## src/hw/rtl/mbq_pkg.sv

```systemverilog
// Package: shared types and constants for the multivoice biquad cascade.
package mbq_pkg;

    localparam int COEF_W = 32;
    localparam int SIG_W = 32;
    localparam int SAMPLE_W = 24;
    localparam int NCOEF = 5;
    localparam logic signed [SAMPLE_W-1:0] OUT_LIMIT = 24'sd6291456;
    localparam logic [15:0] WET_MIX_RESET = 16'd32768;
    localparam logic [16:0] OUT_LEVEL_RESET = 17'd32768;
    localparam logic signed [COEF_W-1:0] ONE_Q23 = 32'sd8388608;

    localparam logic ACT_SAMPLE = 1'b0;
    localparam logic ACT_LOAD = 1'b1;

    localparam logic [2:0] SEL_B0 = 3'd0;
    localparam logic [2:0] SEL_B1 = 3'd1;
    localparam logic [2:0] SEL_B2 = 3'd2;
    localparam logic [2:0] SEL_A1 = 3'd3;
    localparam logic [2:0] SEL_A2 = 3'd4;

    localparam logic REG_WET_MIX = 1'b0;
    localparam logic REG_OUT_LEVEL = 1'b1;

    typedef struct packed {
        logic                       action;
        logic [3:0]                 voice;
        logic [2:0]                 section;
        logic [2:0]                 coef_select;
        logic signed [COEF_W-1:0]   coef_value;
        logic signed [SAMPLE_W-1:0] sample_in;
    } in_beat_t;

    typedef struct packed {
        logic [3:0]                 out_voice;
        logic signed [SAMPLE_W-1:0] sample_out;
        logic                       voice_cleared;
    } out_beat_t;

endpackage

```

## src/hw/rtl/mbq_regs.sv

```systemverilog
// APB register block holding wet_mix and out_level.
module mbq_regs (
    input  logic        clk,
    input  logic        rst_n,
    input  logic        psel,
    input  logic        penable,
    input  logic        pwrite,
    input  logic [2:0]  paddr,
    input  logic [31:0] pwdata,
    output logic [31:0] prdata,
    output logic        pready,
    output logic [15:0] wet_mix,
    output logic [16:0] out_level
);

    logic [15:0] wet_mix_reg;
    logic [16:0] out_level_reg;
    logic        wr;

    assign pready = 1'b1;
    assign wr = psel && penable && pwrite;
    assign wet_mix = wet_mix_reg;
    assign out_level = out_level_reg;

    always_comb
    begin
        prdata = '0;
        if (paddr[2] == mbq_pkg::REG_WET_MIX)
            prdata = {16'd0, wet_mix_reg};
        else
            prdata = {15'd0, out_level_reg};
    end

    always_ff @(posedge clk or negedge rst_n)
    begin
        if (!rst_n)
        begin
            wet_mix_reg <= mbq_pkg::WET_MIX_RESET;
            out_level_reg <= mbq_pkg::OUT_LEVEL_RESET;
        end
        else if (wr && paddr[1:0] == 2'd0)
        begin
            if (paddr[2] == mbq_pkg::REG_WET_MIX)
                wet_mix_reg <= pwdata[15:0];
            else
                out_level_reg <= pwdata[16:0];
        end
    end

endmodule

```

## config.mk

```make
export PLATFORM = sky130hd
export DESIGN_NAME = mbq_regs
export DESIGN_NICKNAME = d
export VERILOG_FILES = /design/src/hw/rtl/mbq_pkg.sv /design/src/hw/rtl/mbq_regs.sv
export SDC_FILE = /design/constraint.sdc
export NUM_CORES = 1
export LEC_CHECK = 0
export BUFFER_PORTS_ARGS = -buffer_cell sky130_fd_sc_hd__buf_2
export CORE_UTILIZATION = 26
export DETAILED_ROUTE_END_ITERATION = 8
export SYNTH_ARGS = -nofsm -noshare
export SYNTH_HDL_FRONTEND = slang
export SYNTH_SLANG_ARGS = --single-unit
```

## constraint.sdc

```tcl
create_clock -name clk -period 1.9 [get_ports clk]
set_input_delay 0 -clock clk [delete_from_list [all_inputs] [get_ports clk]]
set_output_delay 0 -clock clk [all_outputs]
set_load 0.05 [all_outputs]
```

# Word level (Yosys, flattened, before mapping)
# Index checks and enable logic that the tools add are counted.
word_totals:
  word_cells: 10
  output_inout_bits: 66
  regBits: 33
  in_bits: 40
op_classes:
  n_mux: 1
  n_reduce_logical: 6
  bitwise_logic: 1
op_table:
  columns: ["cell", "count"]
  rows:
  - ["two-way mux 17 bit", 1]
  - ["AND reduction 2 bit", 2]
  - ["logical AND 1 bit", 3]
  - ["zero test 2 bit", 1]
  - ["inverter 1 bit", 1]

# Logic depth before layout (Yosys ltp)
depth:
  word_depth: 4
  depth_mapped: 6
  depth_no_buf: 3

# Worst setup path after synthesis
# OpenSTA, ideal clock, no wires.
synth_path:
  kind: "input port to flip-flop"
  startpoint: "input port paddr[2]"
  endpoint: "register wet_mix_reg[0] (netlist: wet_mix[0])"
  stages: 6
  slack_ps: 630
  n_path_buf: 3
  arrival_ps: 1144
  required_ps: 1775
  path_cell_list: "buf_6 > nand4b_1 > or3_1 > buf_6 > buf_12 > mux2_4"
synth_between:
  elab_chain_cells: 2
synth_rtl:
  columns: ["element", "line_no", "source"]
  rows:
  - ["from (decl)", "mbq_regs.sv:8", "input logic [2:0] paddr,"]
  - ["inverter 1 bit (no line)", null, null]
  - ["AND reduction 2 bit (no line)", null, null]
  - ["to (signal assigned)", "mbq_regs.sv:38", "wet_mix_reg <= mbq_pkg::WET_MIX_RESET;"]
  - ["to (signal assigned)", "mbq_regs.sv:44", "wet_mix_reg <= pwdata[15:0];"]
  - ["to (decl)", "mbq_regs.sv:16", "logic [15:0] wet_mix_reg;"]
# Every way passes these cells.
# A chain may end at the register's enable or synchronous reset.

# Final worst setup path
layout_path:
  startpoint: "register wet_mix_reg[15] (netlist: wet_mix[15])"
  endpoint: "output port prdata[15]"
layout_between:
  elab_chain_cells: 1
layout_rtl:
  columns: ["element", "line_no", "source"]
  rows:
  - ["two-way mux 17 bit", "mbq_regs.sv:28", "if (paddr[2] == mbq_pkg::REG_WET_MIX)"]
  - ["to (decl)", "mbq_regs.sv:10", "output logic [31:0] prdata,"]
# Every way passes these cells.

==> metrics.cfg <==
[timing]
finalSetupTns_ns = 0
clock_skew_ns = 0
rsz0062_at_grt = no
clock.fmax_mhz = 824
worst_pin_slew_ns = 0.768
hold_viol_final = 0
post-route-min-period_ns = 1.21
slew_headroom_pct = 48.8
period_share_pct = 63.9
setup_viol = 0
slew_viol_final = 0

[worst_hold_path]
hold_path_class = input port to flip-flop

[drt]
wire_per_inst_um = 12.9
vias_per_cell = 4.15
wl_met3_um = 222
vias = 1170
route.detailed.drc = 0
wl_met1_um = 1660
drt_first_pass_iters = 3
top_layer = met4
antenna_left = 0
route.met2.wl_um = 1700
wl_um = 3630
drtIter0Drc = 19

[worst_setup_path]
regToRegStartpoint = wet_mix[7]$_DFFE_PN0P_
r2r-end = wet_mix[7]$_DFFE_PN0P_
worst-path-max-fanout = 3
r2r_cells = 1
path_class = flip-flop to output pin
worst-r2r-setup-slack_ns = 1.12
cp-start-kind = flip-flop
cp-end-kind = output pin
cp.arrival_ns = 1.21
cp-startpoint = wet_mix[15]$_DFFE_PN1P_
worstPathRequired_ns = 1.90
cp-endpoint = prdata[15]

[power_and_ir_drop]
p_leak_nw = 1.22
power.density_nw_per_um2 = 1240
irDropWorstVdd_uv = 522

[synthesis]
synthXorXnorAreaFrac_pct = 0
muxShareOfSynthArea_pct = 36.0
synth-seq-area-share_pct = 50.6
synth_adder_area_share_pct = 0
yosysWarnings = 0
synthesis.area_um2 = 1640
syn_inst = 110
synth_top_family_by_area = multiplexers
synth_compound_area_share_pct = 0
synth_seq_cells = 33
synth.avg_cell_area_um2 = 14.9
synth_cell_types = 14
synthSimpleGateAreaFrac_pct = 2.29

[clock_tree]
cts-resized-gates = 0
clock_latency_ns = 0.27
clkSlewWorstSetupHoldPaths_ns = 0.07
clockBufferDepth = 2
cts_tree = built
cts_max_level = 2
cts_sinks = 33
root_buffer = clkbuf_8
cts_buffers = 5

[floorplanning]
core_um2 = 5990
initial_core_util_pct = 27.3
die_w_um = 81.3
rows = 28
dieArea_um2 = 6620
io_pins = 106
die_h_um = 81.3

[place]
dpl.hpwl_um = 2420
dp_cells = 256
gp_congestion = 0.641
numPortBuffers = 74

[layout]
fillers = 586
drive_above_1_share_pct = 66.2
insertedDiodeCount = 0
mostFrequentLayoutCells = 74 x buf_2, 39 x mux2_2, 31 x dfrtp_1
largest_reg_flops = 17
layout.nets = 246
area_delta_synth_final_pct = 38.8
final_common_cell = buf_2
finalNonFillerCells = 282

[global_routing]
grt_use_total_pct = 11.6
grt_pass1_vias = 1190
grt_start_max_net_pins = 34
grt_overflow_total = 0
grt_pass1_wl_um = 5660
antenna_found_initial = 0

[run_status]
outcome = completed

[flow_run]
maxCapViolations = 0

==> where the power goes <==
group / switching [mW] / total [mW] / internal (mW)
clock network: 0.249 / 0.502 / 0.254
registers: 0.101 / 0.948 / 0.847
logic: 1.00 / 1.37 / 0.368
==> worst max-delay path: stages (launching register included) <==
cell and delay [ns]:
dfstp_2 0.55, mux2_2 0.14, buf_2 0.25
==> cells in the mapped netlist, drive strengths merged <==
cell type	count	share of area, %
dfrtp	31	47
nand4	1	0.38
mux2	49	36
and2	1	0.38
or3	1	0.38
buf	20	10
conb	2	0.46
nand4b	1	0.54
clkbuf	1	0.23
dfstp	2	3.2
nor3	1	0.61
==> cells by family after synthesis <==
logic type,after synthesis
muxes,49
other,2
and+or+nand+nor,5
DFF,33
buffers and inverters,21
==> how the worst min path moves through the flow <==
stage	from	endpoint	slack (ns)	depth (start not counted)
3_3_place_gp	rst_n	out_level[10]$_DFFE_PN0P_	0.11	1
3_5_place_dp	rst_n	out_level[7]$_DFFE_PN0P_	0.13	1
6_report	paddr[1]	out_level[5]$_DFFE_PN0P_	0.28	4
4_1_cts	paddr[0]	out_level[5]$_DFFE_PN0P_	0.27	4
5_1_grt	paddr[0]	out_level[5]$_DFFE_PN0P_	0.29	4
2_1_floorplan	rst_n	out_level[0]$_DFFE_PN0P_	-0.30	0
==> stage by stage <==
stage               hold WS (ns)  util [%]  setup slack (ns)  area (µm²)  power (mW)
floorplan                 -0.296         -             0.630        1690        2.04
global placement           0.114      33.5             0.588        2010        2.30
detailed placement         0.131      33.5             0.594        2010        2.31
CTS                        0.266      37.9             0.668        2270        2.87
global route               0.294      37.9             0.635        2270        2.96
finish                     0.277      37.9             0.686        2270        2.82
==> routing by layer <==
metal	global-route usage, %	up-vias
met5	0	-
met4	4.29	0
met3	3.37	8
met2	19.3	60
met1	14.2	559
li1	-	543
==> cell type report <==
type | instances | area (µm²) | share of cell area [%]
Tap cell | 75 | 93.8 | 4.13
Multi-Input combinational cell | 70 | 687 | 30.2
Clock inverter | 2 | 10.0 | 0.441
Clock buffer | 6 | 72.6 | 3.19
Sequential cell | 33 | 828 | 36.5
Timing Repair Buffer | 96 | 581 | 25.6
==> timing repair <==
action / in CTS / in global routing
hold buffers: 18 / 0
buffers inserted: 0 / 0
hold endpoints to repair: 64 / 0
No activity file was read; power rests on OpenSTA's default activity.
