--- src/hw/rtl/mbq_pkg.sv ---
// Package: shared types and constants for the multivoice biquad cascade.
package mbq_pkg;

    localparam int COEF_W = 32;
    localparam int SIG_W = 32;
    localparam int SAMPLE_W = 24;
    localparam int NCOEF = 5;
    localparam logic signed [SAMPLE_W-1:0] OUT_LIMIT = 24'sd6291456;
    localparam logic [15:0] WET_MIX_RESET = 16'd32768;
    localparam logic [16:0] OUT_LEVEL_RESET = 17'd32768;
    localparam logic signed [COEF_W-1:0] ONE_Q23 = 32'sd8388608;

    localparam logic ACT_SAMPLE = 1'b0;
    localparam logic ACT_LOAD = 1'b1;

    localparam logic [2:0] SEL_B0 = 3'd0;
    localparam logic [2:0] SEL_B1 = 3'd1;
    localparam logic [2:0] SEL_B2 = 3'd2;
    localparam logic [2:0] SEL_A1 = 3'd3;
    localparam logic [2:0] SEL_A2 = 3'd4;

    localparam logic REG_WET_MIX = 1'b0;
    localparam logic REG_OUT_LEVEL = 1'b1;

    typedef struct packed {
        logic                       action;
        logic [3:0]                 voice;
        logic [2:0]                 section;
        logic [2:0]                 coef_select;
        logic signed [COEF_W-1:0]   coef_value;
        logic signed [SAMPLE_W-1:0] sample_in;
    } in_beat_t;

    typedef struct packed {
        logic [3:0]                 out_voice;
        logic signed [SAMPLE_W-1:0] sample_out;
        logic                       voice_cleared;
    } out_beat_t;

endpackage

--- src/hw/rtl/mbq_front.sv ---
// Front end: accepts beats, drops bad addresses and queues valid commands.
module mbq_front #(
    parameter int VOICES = 16,
    parameter int SECTIONS = 6
) (
    input  logic              clk,
    input  logic              rst_n,
    input  logic              in_valid,
    output logic              in_ready,
    input  mbq_pkg::in_beat_t in_data,
    output logic              q_valid,
    input  logic              q_ready,
    output mbq_pkg::in_beat_t q_data
);

    localparam int DEPTH = 2;

    mbq_pkg::in_beat_t fifo_reg [DEPTH];
    logic       wr_ptr_reg, rd_ptr_reg;
    logic [1:0] count_reg;
    logic       keep;
    logic       push, pop;

    always_comb
    begin
        if (in_data.action == mbq_pkg::ACT_LOAD)
            keep = (32'(in_data.voice) < VOICES) && (32'(in_data.section) < SECTIONS)
                   && (in_data.coef_select <= mbq_pkg::SEL_A2);
        else
            keep = 32'(in_data.voice) < VOICES;
    end

    assign in_ready = (count_reg != 2'(DEPTH));
    assign push = in_valid && in_ready && keep;
    assign q_valid = (count_reg != 2'd0);
    assign pop = q_valid && q_ready;
    assign q_data = fifo_reg[rd_ptr_reg];

    always_ff @(posedge clk)
    begin
        if (push)
            fifo_reg[wr_ptr_reg] <= in_data;
    end

    always_ff @(posedge clk or negedge rst_n)
    begin
        if (!rst_n)
        begin
            wr_ptr_reg <= 1'b0;
            rd_ptr_reg <= 1'b0;
            count_reg <= 2'd0;
        end
        else
        begin
            if (push)
                wr_ptr_reg <= ~wr_ptr_reg;
            if (pop)
                rd_ptr_reg <= ~rd_ptr_reg;
            count_reg <= count_reg + 2'(push) - 2'(pop);
        end
    end

endmodule

--- config.mk ---
export PLATFORM = sky130hd
export DESIGN_NAME = mbq_front
export DESIGN_NICKNAME = d
export VERILOG_FILES = /design/src/hw/rtl/mbq_pkg.sv /design/src/hw/rtl/mbq_front.sv
export SDC_FILE = /design/constraint.sdc
export NUM_CORES = 1
export LEC_CHECK = 0
export BUFFER_PORTS_ARGS = -buffer_cell sky130_fd_sc_hd__buf_4
export CORE_MARGIN = 10
export CORE_UTILIZATION = 25
export DETAILED_ROUTE_END_ITERATION = 10
export PLACE_DENSITY = 0.55
export SLEW_MARGIN = 20
export SYNTH_ARGS = -nofsm -noshare
export SYNTH_HDL_FRONTEND = slang
export SYNTH_SLANG_ARGS = --single-unit
--- constraint.sdc ---
create_clock -name clk -period 3.8 [get_ports clk]
set_input_delay 1.14 -clock clk [delete_from_list [all_inputs] [get_ports clk]]
set_output_delay 1.14 -clock clk [all_outputs]
set_load 0.1 [all_outputs]
======== After elaboration in Yosys (flattened, before gate mapping) ========
Memory sizes are Yosys's and may differ from the RTL's.
Index checks and enable logic that the tools add are counted.
storage, ports and cells
  flip-flop bits (word level) ............. 4
  memories ................................ 1
  output and inout port bits .............. 69
  bits in writable memories ............... 134
  word-level logic and storage cells ...... 19
operators by class
  reduce and logical (&&, ||, !) cells .... 5
  eq/ne operators ......................... 1
  add/sub/neg operators ................... 2
  magnitude comparators ................... 2
  bitwise logic cells ..................... 2
  multiplexer cells ....................... 3
memory list
  name      words  width  read ports  clocked after memory_dff  wr ports  line             RTL
  fifo_reg  2      67     1           0                         1         mbq_front.sv:18  mbq_pkg::in_beat_t fifo_reg [DEPTH];
operators with widths
  cell                                                   count
  1-bit logical AND                                      4
  3-bit less-or-equal comparator, second input constant  1
  3-bit less-than comparator, second input constant      1
  1-bit 2-to-1 mux                                       3
  2-bit by 1-bit adder with 2-bit output                 1
  2-bit inequality test, second input constant           1
  1-bit NOT                                              2
  2-bit nonzero test                                     1
  2-bit by 1-bit subtractor with 2-bit output            1

======== Logic depth before layout (Yosys ltp) ========
Gate-level depths: netlist of the first run.
  word-level depth ........................ 6
  mapped depth ............................ 7

======== Worst setup path after synthesis of the first run ========
Ideal clock, no wire load.
  path type ............................... input to register
  from .................................... input in_data[56] (netlist bit)
  to ...................................... memory fifo_reg[0][0] (netlist bit), enable pin
  path buffers ............................ 0
  cell stages on the path ................. 3
  setup slack ............................. -1063 ps
  arrival ................................. 4370 ps
  library setup time ...................... 493 ps
  path through ............................ o211ai_1 -> nand4_1 -> nor2_1
between the ends
  cells in the longest elaborated chain, start to end .. 6
ends and longest elaborated chain
  item                                    line             RTL
  start: declaration                      mbq_front.sv:10  input mbq_pkg::in_beat_t in_data,
  3-bit less-or-equal comparator          mbq_front.sv:28  && (in_data.coef_select <= mbq_pkg::SEL_A2);
  1-bit logical AND                       mbq_front.sv:28
  1-bit 2-to-1 mux                        mbq_front.sv:26  if (in_data.action == mbq_pkg::ACT_LOAD)
  1-bit logical AND                       mbq_front.sv:34  assign push = in_valid && in_ready && keep;
  1-bit 2-to-1 mux                        mbq_front.sv:41  if (push)
  1-bit 2-to-1 mux (not written as such)  mbq_front.sv:42  fifo_reg[wr_ptr_reg] <= in_data;
  end: declaration                        mbq_front.sv:18
No other way between the ends.

==> results of run 1 <==
[stage by stage]
| stage | setup TNS (ns) | cell area, sq um | utilization (%) |
|---|---|---|---|
| final | 0 | 7100 | 35.1 |
| after global placement | 0 | 6520 | 32.2 |
| after detailed placement | 0 | 6520 | 32.2 |
| after global routing | 0 | 7100 | 35.1 |
| after CTS | 0 | 7100 | 35.1 |
| after floorplan | -142.47 | 5140 | - |
[cell usage in the layout, fill, tap and decap left out]
master and instances:
nand2b_1 1, dfrtp_1 3, xor2_1 1, clkbuf_16 17, edfxtp_1 134, ha_1 2
o211ai_1 1, clkinvlp_4 1, dfrtp_4 1, buf_12 1, nor2_4 2, buf_4 143
and2_1 1, inv_1 2, clkinv_2 3, clkinv_1 3, or2_2 1, nand4_1 1
mux2_2 47, mux2_4 20, nand3_1 1, xnor2_1 3, clkbuf_1 2, bufinv_16 4
[routing by layer]
metal	vias up	GRT usage (%)	share of wire, %
li1	1208	-	-
met1	1279	9.45	42
met2	93	13.4	48
met3	9	4.63	9.6
met4	0	2.83	0.95
met5	-	0	0
[layout make-up]
type	instances	area share [%]
sequential	138	58.1
timing repair buffer	144	15.4
multi-input combinational	81	13.4
clock buffer	19	6.09
tap	270	4.76
clock inverter	11	2.17
inverter	2	0.106
[logic make-up after synthesis]
logic type               Yosys count  share of synthesized area [%]
AO/OA/AOI/OAI                      1                          0.146
XOR/XNOR                           4                          0.682
adder cells (fa/ha/maj)            2                          0.487
buffers and inverters             10                           1.56
flip-flops                       138                           80.3
multiplexers                      67                           16.1
AND/OR/NAND/NOR                    7                          0.731
[final timing paths]
path	startpoint	endpoint	slack, ns	cells after the start
worst min register to register	count_reg[1]	count_reg[1]	0.51	1
max in group asynchronous	rst_n	rd_ptr_reg	3.17	1
worst max register to register	count_reg[1]	count_reg[1]	1.92	7
min in group asynchronous	rst_n	count_reg[0]	0.52	1
worst min-delay path	count_reg[1]	count_reg[1]	0.51	1
worst max-delay path	rd_ptr_reg	q_data[66]	0.54	3
[worst reg2reg max path, cell delays in order (launching register included)]
cell      delay [ns]
dfrtp_1         0.40
nand2b_1        0.12
nand4_1         0.31
ha_1            0.41
inv_1           0.04
ha_1            0.18
xnor2_1         0.18
xnor2_1         0.16
[Yosys cell counts]
library cell  number  share of area, %
and2_1             1              0.12
buf_2              4              0.39
buf_6              2              0.44
buf_8              2              0.58
dfrtp_1            4               1.9
edfxtp_1         134                78
ha_1               2              0.49
inv_1              2              0.15
mux2_2            47                10
mux2_4            20               5.8
nand2b_1           1              0.12
nand3_1            1             0.097
nand4_1            1              0.12
nor2_1             2              0.15
o211ai_1           1              0.15
or2_2              1              0.12
xnor2_1            3              0.51
xor2_1             1              0.17
==> results.sh, run 1 <==
export IMPL_post_cts_buffers=0
export IMPL_path_delay_family="flip-flops"
export IMPL_drt_wl_total_mm=11.3
export IMPL_dp_slack_ns=0.925
export IMPL_worstPathMaxFanout=37
export IMPL_tightest_slew_ns=0.523
export IMPL_die_height_um=163
export IMPL_hold_viol=0
export IMPL_fillCellCount=1934
export IMPL_yosysSeqAreaShare_pct=80.3
export IMPL_setup_viol=0
export IMPL_skew_ns=0.00495
export IMPL_place_hpwl_mm=7.82
export IMPL_critPathSlowestCell="dfrtp_4"
export IMPL_cts_tree="built"
export IMPL_start_kind="flip-flop"
export IMPL_cp_arrival_ns=2.12
export IMPL_grt_usage_pct=8.43
export IMPL_pin_count=140
export IMPL_postRouteAntennaNets=0
export IMPL_cts_sinks=138
export IMPL_worst_skew_pair_late_latency_ns=0.40
export IMPL_ctsHoldBuffers=0
export IMPL_syn_area_per_cell_sq_um=22.4
export IMPL_clock_root_buffer="clkbuf_16"
export IMPL_drtIter0Drc=70
export IMPL_first_pass_iters=4
export IMPL_hp_class="reg -> reg"
export IMPL_drive_gt1_share_pct=60.8
export IMPL_end_kind="output port"
export IMPL_netlist_area_sq_mm=0.00514
export IMPL_maxCapViolCount=0
export IMPL_port_buffers=139
export IMPL_ys_warn_count=0
export IMPL_fin_crit_sh_pct=85.7
export IMPL_yosysUniqueCellTypes=18
export IMPL_synth_nets=302
export IMPL_setup_ws_ns=0.543
export IMPL_drc=0
export IMPL_rsz0062_at_grt="no"
export IMPL_largest_reg_flops=134
export IMPL_nNetsFinal=457
export IMPL_die_area_sq_mm=0.0267
export IMPL_core_sq_mm=0.0202
export IMPL_grt_start_max_net_pins=38
export IMPL_layout_min_cycle_time_ns=3.26
export IMPL_routedWlPerCell_um=17.0
export IMPL_die_x_um=163
export IMPL_drv_slew=0
export IMPL_n_antenna_cell=0
export IMPL_hold_ws_ns=0.513
export IMPL_synthToLayoutAreaGrowth_pct=38.2
export IMPL_cts_buffers=17
export IMPL_path_cells="buf_12 > mux2_2 > buf_4"
export IMPL_status="finished, final reports clean"
export IMPL_initial_core_util_pct=25.4
export IMPL_place_inst=635
export IMPL_required_ns=2.66
export IMPL_regArea_sq_mm=0.00413
export IMPL_multi_input_area_sq_um=950
export IMPL_clk_path_buf_depth=2
export IMPL_timing_fmax_mhz=307
export IMPL_critPathBufInv=2
export IMPL_max_slew_margin_pct=65.1
export IMPL_grt_pass1_vias=3049
export IMPL_drt_vias_per_instance=3.89
export IMPL_gp_congestion=0.670
export IMPL_finalNonFillerCells=665
export IMPL_max_stage_delay_ns=0.74
export IMPL_clkTransAtPathRegs_ns=0.06
export IMPL_antenna_found_initial=0
export IMPL_grt_pass1_wl_mm=16.9
export IMPL_synth_seq_cells=138
export IMPL_h_tree_depth=4
export IMPL_syn_inst=229
export IMPL_overflow=0
export IMPL_criticalPathCategory="reg -> out"
export IMPL_vias=2589
export IMPL_rows=52
export IMPL_cts_resized=0
Power of run 1 is left out: the tool's default activity adds up to more than one toggle a clock period on the data nets, which glitch-free logic cannot reach.
==> inputs of run 2 (changes only) <==
- PLACE_DENSITY: 0.55 -> 0.53
- SKIP_LAST_GASP: default -> 1
- clock period: 3.8 -> 3 ns (I/O delays scaled with it)
==> run 2 against run 1 <==
Net effect: sequential share of layout area about the same; non-clock buffer count increased by 1; register-to-register slack got worse by 0.78 ns.
==> results.sh, run 2 (synthesized netlist as in run 1, its figures left out) <==
export IMPL_core_sq_mm=0.0202
export IMPL_antenna_found_initial=0
export IMPL_setup_viol=0
export IMPL_regArea_sq_mm=0.00413
export IMPL_status="finished, final reports clean"
export IMPL_nNetsFinal=458
export IMPL_routedWlPerCell_um=16.8
export IMPL_postRouteAntennaNets=0
export IMPL_cts_resized=0
export IMPL_cts_buffers=17
export IMPL_fillCellCount=1955
export IMPL_end_kind="output port"
export IMPL_tns_ns=0
export IMPL_max_slew_margin_pct=70.9
export IMPL_post_cts_buffers=0
export IMPL_final_common_cell="buf_4"
export IMPL_grt_pass1_vias=2923
export IMPL_largest_reg_flops=134
export IMPL_initial_core_util_pct=25.4
export IMPL_drt_wl_total_mm=11.2
export IMPL_port_buffers=139
export IMPL_drive_gt1_share_pct=61.1
export IMPL_die_area_sq_mm=0.0267
export IMPL_grt_pass1_wl_mm=17.0
export IMPL_h_tree_depth=4
export IMPL_clock_root_buffer="clkbuf_16"
export IMPL_hold_viol=0
export IMPL_mostFrequentLayoutCells="buf_4 (141), edfxtp_1 (134), mux2_2 (47), mux2_4 (20), clkbuf_16 (17)"
export IMPL_skew_ns=0.00945
export IMPL_overflow=0
export IMPL_grt_usage_pct=8.44
export IMPL_drc=0
export IMPL_die_height_um=163
export IMPL_die_x_um=163
export IMPL_hp_class="in -> async"
export IMPL_place_hpwl_mm=7.86
export IMPL_drtIter0Drc=83
export IMPL_cp_arrival_ns=1.98
export IMPL_clk_path_buf_depth=2
export IMPL_synthToLayoutAreaGrowth_pct=38.2
export IMPL_clkTransAtPathRegs_ns=0.06
export IMPL_required_ns=2.10
export IMPL_worst_skew_pair_late_latency_ns=0.41
export IMPL_pin_count=140
export IMPL_drv_slew=0
export IMPL_drt_vias_per_instance=3.91
export IMPL_multi_input_area_sq_um=952
export IMPL_rsz0062_at_grt="no"
export IMPL_fin_crit_sh_pct=96.1
export IMPL_worstPathMaxFanout=31
export IMPL_gp_congestion=0.699
export IMPL_cts_sinks=138
export IMPL_layout_min_cycle_time_ns=2.88
export IMPL_first_pass_iters=4
export IMPL_criticalPathCategory="reg -> out"
export IMPL_vias=2609
export IMPL_timing_fmax_mhz=347
export IMPL_cts_tree="built"
export IMPL_wl_met1_mm=4.58
export IMPL_tightest_slew_ns=0.436
export IMPL_routed_top_layer="met4"
export IMPL_n_antenna_cell=0
export IMPL_rows=52
export IMPL_wl_met2_mm=5.75
export IMPL_grt_start_max_net_pins=39
export IMPL_start_kind="flip-flop"
export IMPL_maxCapViolCount=0
export IMPL_wl_met3_um=804
export IMPL_ctsHoldBuffers=0
-- run 2: worst max-delay path, stage by stage (launching register included) --
cell and delay [ns]:
dfrtp_4 0.67, buf_12 0.26, mux2_2 0.37, buf_4 0.23
-- run 2: path summary, 6_finish.rpt --
| check | startpoint | endpoint | slack, ns | depth (start not counted) |
|---|---|---|---|---|
| min | rst_n | wr_ptr_reg | 0.28 | 1 |
| min in group clk | count_reg[1] | count_reg[1] | 0.52 | 1 |
| max | rd_ptr_reg | q_data[23] | 0.12 | 3 |
| min reg2reg | count_reg[1] | count_reg[1] | 0.52 | 1 |
| max in group asynchronous | rst_n | rd_ptr_reg | 2.60 | 1 |
| max reg2reg | count_reg[1] | fifo_reg[0][26] | 1.14 | 4 |
-- run 2: cell type report --
type | count | area share (%)
sequential | 138 | 58.1
timing repair buffer | 145 | 16.0
multi-input combinational | 81 | 13.4
clock buffer | 19 | 6.10
tap | 270 | 4.76
clock inverter | 13 | 1.48
inverter | 2 | 0.106
-- run 2: metrics by stage --
stage          setup slack [ns]  instance area (sq um)  cells  hold slack (ns)  utilization, %
2_1_floorplan             0.132                   5160    229            0.479               -
3_3_place_gp              0.473                   6560    636            0.499            32.4
3_5_place_dp              0.405                   6560    636            0.509            32.4
4_1_cts                  0.0556                   7100    668            0.257            35.1
5_1_grt                 0.00142                   7100    668            0.247            35.1
6_report                  0.118                   7100    668            0.282            35.1
-- run 2: layer usage --
layer	up-vias	global-route usage [%]
li1	1217	-
met1	1304	9.51
met2	79	13.8
met3	9	4.00
met4	0	2.70
met5	-	0
Power of run 2 is left out for the same reason.
